--- src/rtl/tcq_pkg.sv ---
// tcq_pkg: shared types and codes for the two-class queue with selective dequeue
// no dependencies; imported by the interfaces, the entry store and the top level

package tcq_pkg;

    localparam int TAG_W = 16;

    // request codes
    typedef enum logic [1:0] {
        CMD_ENQ     = 2'd0,
        CMD_DEQ_ANY = 2'd1,
        CMD_DEQ_K0  = 2'd2,
        CMD_DEQ_K1  = 2'd3
    } t_cmd;

    // result status codes
    localparam logic [1:0] ST_OK   = 2'd0;
    localparam logic [1:0] ST_NONE = 2'd1;
    localparam logic [1:0] ST_FULL = 2'd2;

    // one stored entry: class bit above the tag
    typedef struct packed {
        logic             kind;
        logic [TAG_W-1:0] tag;
    } t_entry;

    // sequencer states, one-hot
    typedef enum logic [3:0] {
        S_IDLE  = 4'b0001,
        S_SCAN  = 4'b0010,
        S_SHIFT = 4'b0100,
        S_DONE  = 4'b1000
    } t_state;

endpackage

--- src/rtl/tcq_if.sv ---
// tcq_req_if / tcq_rsp_if: valid/ready channels for requests and results
// depends on tcq_pkg for the tag width

interface tcq_req_if;
    import tcq_pkg::*;
    logic             valid;
    logic             ready;
    logic [1:0]       cmd;
    logic             kind;
    logic [TAG_W-1:0] tag;

    modport source (output valid, output cmd, output kind, output tag, input ready);
    modport sink   (input valid, input cmd, input kind, input tag, output ready);
endinterface

interface tcq_rsp_if #(
    parameter int OCC_W = 5
);
    import tcq_pkg::*;
    logic             valid;
    logic             ready;
    logic [1:0]       status;
    logic             out_kind;
    logic [TAG_W-1:0] out_tag;
    logic [OCC_W-1:0] occupancy;

    modport source (output valid, output status, output out_kind, output out_tag,
                    output occupancy, input ready);
    modport sink   (input valid, input status, input out_kind, input out_tag,
                    input occupancy, output ready);
endinterface

--- src/rtl/tcq_store.sv ---
// tcq_store: entry memory, one write port and one registered read port
// depends on tcq_pkg for the entry type

module tcq_store #(
    parameter int DEPTH = 16,
    parameter int AW    = 4
) (
    input  logic            i_clk,
    input  logic            i_wr_en,
    input  logic [AW-1:0]   i_wr_addr,
    input  tcq_pkg::t_entry i_wr_data,
    input  logic [AW-1:0]   i_rd_addr,
    output tcq_pkg::t_entry o_rd_data
);
    import tcq_pkg::*;

    t_entry r_mem [DEPTH];
    t_entry r_rd_data;

    always_ff @(posedge i_clk) begin
        if (i_wr_en) begin
            r_mem[i_wr_addr] <= i_wr_data;
        end
        r_rd_data <= r_mem[i_rd_addr];
    end

    assign o_rd_data = r_rd_data;

endmodule

--- src/rtl/two_class_fifo_selective_dequeue_top.sv ---
// two_class_fifo_selective_dequeue_top: bounded two-class queue with selective dequeue
// depends on tcq_pkg, tcq_req_if / tcq_rsp_if and tcq_store
//
// usage
//   i_req carries one request beat: cmd (enqueue, dequeue oldest, dequeue oldest of
//   class 0 or class 1), plus kind and tag for enqueues. o_rsp returns exactly one
//   result beat per request: status, removed class and tag, and the occupancy after
//   the request. o_rsp must be built with OCC_W = $clog2(CAPACITY + 1)
//   sequencing
//   one request at a time; i_req.ready is high only while the sequencer is idle
//   enqueue, full or empty cases: the accept moves the sequencer straight to the done
//   state, which loads the result register once it is free and returns to idle
//   selective dequeue: the single memory read port walks the entries oldest first,
//   one per cycle, then the same port copies each younger entry down one slot;
//   a hit goes from the scan state through the shift state to the done state; a
//   miss goes from the scan state straight to the done state after the last entry
//   reset
//   synchronous, active low; the occupancy count and control clear, the memory is
//   left as is (only slots below the count are ever used), no clearing pass
//   stalls
//   a result waits in the output register while o_rsp.ready is low; the next
//   request is still accepted and worked on, and holds in the done state until
//   the output register frees

module two_class_fifo_selective_dequeue_top #(
    parameter int CAPACITY = 16,
    localparam int AW = (CAPACITY > 1) ? $clog2(CAPACITY) : 1,
    localparam int CW = $clog2(CAPACITY + 1)
) (
    input  logic     i_clk,
    input  logic     i_rst_n,
    tcq_req_if.sink  i_req,
    tcq_rsp_if.source o_rsp
);
    import tcq_pkg::*;

    // sequencer and request latch
    t_state           r_state, n_state;
    logic [1:0]       r_cmd, n_cmd;

    // queue bookkeeping
    logic [CW-1:0]    r_count, n_count;
    logic [AW-1:0]    r_idx, n_idx;

    // result being built
    logic [1:0]       r_status, n_status;
    logic             r_okind, n_okind;
    logic [TAG_W-1:0] r_otag, n_otag;

    // output register
    logic             r_rsp_valid;
    logic [1:0]       r_rsp_status;
    logic             r_rsp_kind;
    logic [TAG_W-1:0] r_rsp_tag;
    logic [CW-1:0]    r_rsp_occ;

    // memory port
    logic             wr_en;
    logic [AW-1:0]    wr_addr;
    t_entry           wr_data;
    logic [AW-1:0]    rd_addr;
    t_entry           rd_data;

    logic             req_fire;
    logic             rsp_load;
    logic             hit;
    logic             want_kind;
    logic [CW-1:0]    idx_next;

    tcq_store #(
        .DEPTH (CAPACITY),
        .AW    (AW)
    ) u_store (
        .i_clk     (i_clk),
        .i_wr_en   (wr_en),
        .i_wr_addr (wr_addr),
        .i_wr_data (wr_data),
        .i_rd_addr (rd_addr),
        .o_rd_data (rd_data)
    );

    assign i_req.ready = (r_state == S_IDLE);
    assign req_fire    = i_req.valid && i_req.ready;

    // the done state hands over as soon as the output register is free
    assign rsp_load = (r_state == S_DONE) && (!r_rsp_valid || o_rsp.ready);

    // class wanted by a class-specific dequeue; dequeue-any takes whatever is oldest
    assign want_kind = (r_cmd == CMD_DEQ_K1);
    assign hit       = (r_cmd == CMD_DEQ_ANY) || (rd_data.kind == want_kind);
    assign idx_next  = CW'(r_idx) + CW'(1);

    always_comb begin
        n_state  = r_state;
        n_cmd    = r_cmd;
        n_count  = r_count;
        n_idx    = r_idx;
        n_status = r_status;
        n_okind  = r_okind;
        n_otag   = r_otag;
        wr_en    = 1'b0;
        wr_addr  = r_idx;
        wr_data  = rd_data;
        rd_addr  = r_idx;

        unique case (r_state)
            S_IDLE: begin
                if (req_fire) begin
                    n_cmd    = i_req.cmd;
                    n_status = ST_OK;
                    n_okind  = 1'b0;
                    n_otag   = '0;
                    if (i_req.cmd == CMD_ENQ) begin
                        // append at the tail, or refuse when full
                        if (r_count == CW'(CAPACITY)) begin
                            n_status = ST_FULL;
                        end else begin
                            wr_en        = 1'b1;
                            wr_addr      = r_count[AW-1:0];
                            wr_data.kind = i_req.kind;
                            wr_data.tag  = i_req.tag;
                            n_count      = r_count + CW'(1);
                        end
                        n_state = S_DONE;
                    end else if (r_count == '0) begin
                        n_status = ST_NONE;
                        n_state  = S_DONE;
                    end else begin
                        // start the scan at the oldest slot
                        n_idx   = '0;
                        rd_addr = '0;
                        n_state = S_SCAN;
                    end
                end
            end
            S_SCAN: begin
                // rd_data holds slot r_idx
                if (hit) begin
                    n_okind = rd_data.kind;
                    n_otag  = rd_data.tag;
                    rd_addr = r_idx + AW'(1);
                    n_state = S_SHIFT;
                end else if (idx_next >= r_count) begin
                    n_status = ST_NONE;
                    n_state  = S_DONE;
                end else begin
                    n_idx   = r_idx + AW'(1);
                    rd_addr = r_idx + AW'(1);
                end
            end
            S_SHIFT: begin
                // rd_data holds slot r_idx + 1; move it down to close the gap
                if (idx_next < r_count) begin
                    wr_en   = 1'b1;
                    wr_addr = r_idx;
                    wr_data = rd_data;
                    n_idx   = r_idx + AW'(1);
                    rd_addr = r_idx + AW'(2);
                end else begin
                    n_count = r_count - CW'(1);
                    n_state = S_DONE;
                end
            end
            S_DONE: begin
                if (rsp_load) begin
                    n_state = S_IDLE;
                end
            end
            default: begin
                n_state = S_IDLE;
            end
        endcase
    end

    always_ff @(posedge i_clk) begin
        if (!i_rst_n) begin
            r_state     <= S_IDLE;
            r_count     <= '0;
            r_rsp_valid <= 1'b0;
        end else begin
            r_state <= n_state;
            r_count <= n_count;
            if (rsp_load) begin
                r_rsp_valid <= 1'b1;
            end else if (o_rsp.ready) begin
                r_rsp_valid <= 1'b0;
            end
        end
    end

    // payload registers, no reset needed
    always_ff @(posedge i_clk) begin
        r_cmd    <= n_cmd;
        r_idx    <= n_idx;
        r_status <= n_status;
        r_okind  <= n_okind;
        r_otag   <= n_otag;
        if (rsp_load) begin
            r_rsp_status <= r_status;
            r_rsp_kind   <= r_okind;
            r_rsp_tag    <= r_otag;
            r_rsp_occ    <= r_count;
        end
    end

    assign o_rsp.valid     = r_rsp_valid;
    assign o_rsp.status    = r_rsp_status;
    assign o_rsp.out_kind  = r_rsp_kind;
    assign o_rsp.out_tag   = r_rsp_tag;
    assign o_rsp.occupancy = r_rsp_occ;

endmodule

--- src/flat_wrapper.sv ---
// flat-port wrapper written by rule: the top's interface ports become plain ports
module two_class_fifo_selective_dequeue_top_flat import tcq_pkg::*;
#(
    parameter int CAPACITY = 16,
    localparam int AW = (CAPACITY > 1) ? $clog2(CAPACITY) : 1,
    localparam int CW = $clog2(CAPACITY + 1)
)
  (i_clk, i_rst_n, i_req_valid, i_req_cmd, i_req_kind, i_req_tag, i_req_ready, o_rsp_valid, o_rsp_status, o_rsp_out_kind, o_rsp_out_tag, o_rsp_occupancy, o_rsp_ready);
  tcq_req_if i_req_i ();
  tcq_rsp_if #(.OCC_W((5))) o_rsp_i ();
  input  logic i_clk;
  input  logic i_rst_n;
  input wire logic [$bits(i_req_i.valid)-1:0] i_req_valid;
  input wire logic [$bits(i_req_i.cmd)-1:0] i_req_cmd;
  input wire logic [$bits(i_req_i.kind)-1:0] i_req_kind;
  input wire logic [$bits(i_req_i.tag)-1:0] i_req_tag;
  output wire logic [$bits(i_req_i.ready)-1:0] i_req_ready;
  output wire logic [$bits(o_rsp_i.valid)-1:0] o_rsp_valid;
  output wire logic [$bits(o_rsp_i.status)-1:0] o_rsp_status;
  output wire logic [$bits(o_rsp_i.out_kind)-1:0] o_rsp_out_kind;
  output wire logic [$bits(o_rsp_i.out_tag)-1:0] o_rsp_out_tag;
  output wire logic [$bits(o_rsp_i.occupancy)-1:0] o_rsp_occupancy;
  input wire logic [$bits(o_rsp_i.ready)-1:0] o_rsp_ready;
  assign i_req_i.valid = i_req_valid;
  assign i_req_i.cmd = i_req_cmd;
  assign i_req_i.kind = i_req_kind;
  assign i_req_i.tag = i_req_tag;
  assign i_req_ready = i_req_i.ready;
  assign o_rsp_valid = o_rsp_i.valid;
  assign o_rsp_status = o_rsp_i.status;
  assign o_rsp_out_kind = o_rsp_i.out_kind;
  assign o_rsp_out_tag = o_rsp_i.out_tag;
  assign o_rsp_occupancy = o_rsp_i.occupancy;
  assign o_rsp_i.ready = o_rsp_ready;
  two_class_fifo_selective_dequeue_top #(.CAPACITY(CAPACITY)) u_core (.i_clk(i_clk), .i_rst_n(i_rst_n), .i_req(i_req_i), .o_rsp(o_rsp_i));
endmodule
--- config.mk ---
export PLATFORM = sky130hd
export DESIGN_NAME = two_class_fifo_selective_dequeue_top_flat
export DESIGN_NICKNAME = d
export VERILOG_FILES = /design/src/rtl/tcq_pkg.sv /design/src/rtl/tcq_if.sv /design/src/rtl/tcq_store.sv /design/src/rtl/two_class_fifo_selective_dequeue_top.sv /design/src/flat_wrapper.sv
export SDC_FILE = /design/constraint.sdc
export NUM_CORES = 1
export LEC_CHECK = 0
export BUFFER_PORTS_ARGS = -buffer_cell sky130_fd_sc_hd__buf_2
export CORE_AREA = 5 5 176 194
export DETAILED_ROUTE_END_ITERATION = 16
export DIE_AREA = 0 0 181 199
export MAX_ROUTING_LAYER = met4
export PLACE_DENSITY = 0.62
export RECOVER_POWER = 25
export SLEW_MARGIN = 40
export SYNTH_ARGS = -nofsm -noshare
export SYNTH_HDL_FRONTEND = slang
export SYNTH_SLANG_ARGS = --single-unit
--- constraint.sdc ---
create_clock -name i_clk -period 3.2 [get_ports i_clk]
set_input_delay 0.16 -clock i_clk [delete_from_list [all_inputs] [get_ports i_clk]]
set_output_delay 0.16 -clock i_clk [all_outputs]
set_load 0.005 [all_outputs]
==> impl_summary.txt <==
----------------------------------------------------
[Synthesis]
  EDFF count, synth ... ~320
  Most used flip-flop cell after synthesis ... sky130_fd_sc_hd__edfxtp_1
  Number of unique standard cell types used by synthesis ... 56
  Main area contributors after synthesis ... sky130_fd_sc_hd__edfxtp_1 68%, sky130_fd_sc_hd__nand2_1 4.5%, sky130_fd_sc_hd__dfxtp_1 3.8%
  Top cells by count, synth ... 321 x sky130_fd_sc_hd__edfxtp_1, 171 x sky130_fd_sc_hd__nand2_1, 73 x sky130_fd_sc_hd__and3_1, 53 x sky130_fd_sc_hd__a211oi_1, 41 x sky130_fd_sc_hd__a31oi_1
  Total of warnings raised by yosys ... 0
  Most common cell in the synthesized netlist ... sky130_fd_sc_hd__edfxtp_1
  Post-Synthesis Mean Instance Area ... ~14 µm²
  Mapped Nets ... 1,024
  Post-Synthesis Cell Area ... about 14,000 µm²
  Yosys top cell area share ... between 60% and 70%
  Dominant cell type by area after synthesis ... sky130_fd_sc_hd__edfxtp_1
  Synthesis-stage register bit count ... roughly 350
  Cells after Synth ... 990
  Seq/Total Area, Yosys ... a little under three quarters
  Async set-reset flop share out of synthesis ... 0%

[Setup path]
  Worst path slowest cell ... sky130_fd_sc_hd__edfxtp_1
  CP Class ... flip-flop to flip-flop
  Nature of the critical path endpoint ... flip-flop
  Largest fanout on the critical path ... 33
  Worst Path Required ... about 3.6 ns
  Largest incremental delay on the critical path ... around 0.4 ns
  Sequence of cells on the critical path ... ha_2 -> nand2_2 -> xnor2_2 -> ha_1 -> nand4_1 -> o221ai_1 -> o21ai_0 -> a31oi_2 -> a21oi_4 -> buf_4 -> clkbuf_16 -> a211oi_1 -> o32ai_1 -> a221o_1
  Setup crit start kind ... flip-flop
  Data arrival time of the critical path ... 3.74 ns

[Flow run]
  Maximum Capacitance Violations ... 0

[Finish]
  Number of fillers in the final layout ... around 2,600
  Antenna Diode Count ... 0
  Fraction of layout cells with a size suffix above 1 ... about a quarter
  Final standard cell utilization of the core ... a little over half
  Count of nets after finishing ... about 1,200
  Area added between synthesis and finish ... 24.0%

[CTS]
  Clock-pin transition on the worst setup and hold timing paths ... approximately 0.06 ns
  Number of buffers added by the clock tree synthesis step ... 36
  Buffers from clock root to sink, at most ... 3
  Skew-Pair Late Insertion Delay ... around 0.54 ns
  Number of clock sinks ... roughly 350
  H-tree depth ... 2
  CTS tree ... yes
  Clock root buffer ... sky130_fd_sc_hd__clkbuf_16

[Drt]
  Number of nets with antenna violations after detailed routing ... 0
  Vias per inst ... approximately 5.7
  Final routed wire length divided by cell count ... between 20 and 25 µm
  Total number of vias ... 9,026
  Drt pass-1 iters ... 6
  Number of DRC violations after detailed routing ... 0
  Final wirelength ... 37,200 µm
  Violation count after the first detailed-routing iteration ... about 850

[Placement]
  Post-DP HPWL ... between 20,000 and 25,000 µm
  Post-placement setup slack ... -0.202 ns
  Count of port buffers added during placement ... 48
  Placer Congestion ... between 0.9 and 1

[GRT]
  Largest net degree at the start of global routing ... between 60 and 70
  Via count of the first global-routing pass ... 8,873
  Total gr overflow ... 0
  Wire length of the first global-routing pass ... 54,900 µm
  Overall global routing resource usage ... 20.6%
  Number of antenna violations at the first check in global routing ... 0

[Power]
  Overall Power ... approximately 16,000 µW
  Peak supply drop ... approximately 0.43 mV
  Leakage power ... ~0.0064 µW
  PD cells ... 896 nW/µm²

[STA]
  RSZ-0062 raised after global routing ... true
  Slew Limit Headroom ... 18.3%
  Slew of the pin with the lowest slew margin ... ~1.2 ns
  Total negative slack for setup checks ... -1.49 ns
  Post-layout min period ... 3.34 ns
  Final Hold Vio Count ... 0
  Setup clock skew after layout ... 0.0333 ns
  Tcrit/Tclk final ... 104%
  Count of final setup violators ... 17
  Max Fclk ... about 0.3 GHz
  Worst path setup slack after routing ... -0.135 ns
  Number of max-slew violations in the final report ... 0

[Status]
  Result of the run ... finished with violations
  Violated checks ... setup timing

[Floorplan]
  Row count ... between 60 and 70
  I/O pin cnt ... 49
  Initial core utilization ... 44.2%
  Placeable core area ... roughly 32,000 µm²
  Horizontal die dimension ... between 150 and 200 µm
  Area of the die ... between 30,000 and 40,000 µm²
  Vert. Die Dim ... about 200 µm

[Hold path]
  Classification of the worst-slack hold path ... input pin to flip-flop

----------------------------------------------------
[routing by layer]
| metal | track usage [%] | routed length, µm | vias to the layer above |
|---|---|---|---|
| met3 | 2.94 | 2060 | 76 |
| met2 | 34.5 | 18700 | 288 |
| met5 | - | 0 | - |
| met1 | 26.0 | 15100 | 4555 |
| li1 | - | - | 4107 |
| met4 | 7.34 | 1300 | 0 |
[worst paths after layout]
check | from | end | slack, ns | depth (start not counted)
setup / recovery | u_core.r_idx[2]$_DFFE_PP_ | u_core.u_store.o_rd_data[7]$_DFF_P_ | -0.14 | 14
setup reg to reg | u_core.r_idx[2]$_DFFE_PP_ | u_core.u_store.o_rd_data[7]$_DFF_P_ | -0.14 | 14
hold / removal | i_req_valid | u_core.r_state[0]$_SDFFE_PN1P_ | 0.07 | 3
hold reg to reg | u_core.r_otag[11]$_SDFFCE_PN0P_ | u_core.o_rsp.out_tag[11]$_DFFE_PP_ | 0.41 | 0
[repair_timing]
item | in CTS | in global routing
buffers inserted | 18 | 5
gates cloned | 3 | 3
endpoints found under the hold margin | 12 | 0
setup endpoints to repair | 17 | 92
hold buffers | 4 | 0
resized for setup | 36 | 13
pin swaps | 8 | 2
[layout by cell type (no fill, tap or decap), types with 26 or more instances in the layout]
cell / synthesis / layout
sky130_fd_sc_hd__dfxtp_1: 27 / 27
sky130_fd_sc_hd__a211oi_1: 53 / 43
sky130_fd_sc_hd__edfxtp_1: 321 / 321
sky130_fd_sc_hd__clkbuf_16: 0 / 40
sky130_fd_sc_hd__nand2_1: 171 / 168
sky130_fd_sc_hd__buf_2: 12 / 34
sky130_fd_sc_hd__a31oi_1: 41 / 40
sky130_fd_sc_hd__mux2i_1: 35 / 34
sky130_fd_sc_hd__buf_12: 0 / 26
sky130_fd_sc_hd__buf_4: 3 / 77
sky130_fd_sc_hd__and3_1: 73 / 71
[through the flow]
step           hold WS, ns  cell area, µm²  cells
2_1_floorplan        0.259           14200    990
3_3_place_gp         0.377           15700   1496
3_5_place_dp         0.379           15700   1496
4_1_cts             0.0532           17400   1584
5_1_grt             0.0851           17500   1591
6_report            0.0727           17500   1591
[kinds of logic (layout without fill, tap and decap cells)]
logic type | after synthesis | in the layout | synth area share (%)
AO/OA/AOI/OAI | 179 | 179 | 9.51
XOR/XNOR | 7 | 7 | 0.433
adder cells (fa/ha/maj) | 11 | 11 | 1.03
buffers and inverters | 72 | 247 | 2.40
flip-flops | 348 | 348 | 72.0
multiplexers | 52 | 52 | 3.83
AND/OR/NAND/NOR | 321 | 321 | 10.8
[cell type report]
cell class	count	area (µm²)	area share, %
clock buffers	42	955	5.44
repair buffers	171	1610	9.18
well taps	426	533	3.04
multi-input cells	570	3940	22.5
clock inverters	22	270	1.54
flip-flops and latches	348	10200	58.1
inverters	12	50.0	0.285
[registers in the layout, summed over array words and instances, names as in the netlist]
name                      cells
u_core.o_rsp.occupancy        5
u_core.o_rsp.out_kind         1
u_core.o_rsp.out_tag         16
u_core.o_rsp.status           2
u_core.o_rsp.valid            1
u_core.r_cmd                  2
u_core.r_count                5
u_core.r_idx                  4
u_core.r_okind                1
u_core.r_otag                16
u_core.r_state                4
u_core.r_status               2
u_core.u_store.o_rd_data     17
u_core.u_store.r_mem        272
[worst max-delay path, delay by kind of cell (launching register included)]
| family | cells | cell delay [ns] |
|---|---|---|
| and+or+nand+nor | 2 | 0.26 |
| adders and majority gates | 2 | 0.54 |
| DFF | 1 | 0.40 |
| xor gates and xnor gates | 1 | 0.14 |
| buffers and inverters | 2 | 0.42 |
| AOI/OAI and AO/OA | 7 | 1.45 |
[report_power, final]
group          switching (µW)  leakage (µW)  internal, µW
combinational            3040       0.00263          2340
sequential                217       0.00315          5780
clock                    1710      0.000595          2630
total                    4970       0.00637         10800
No activity file was read; power rests on OpenSTA's default activity.
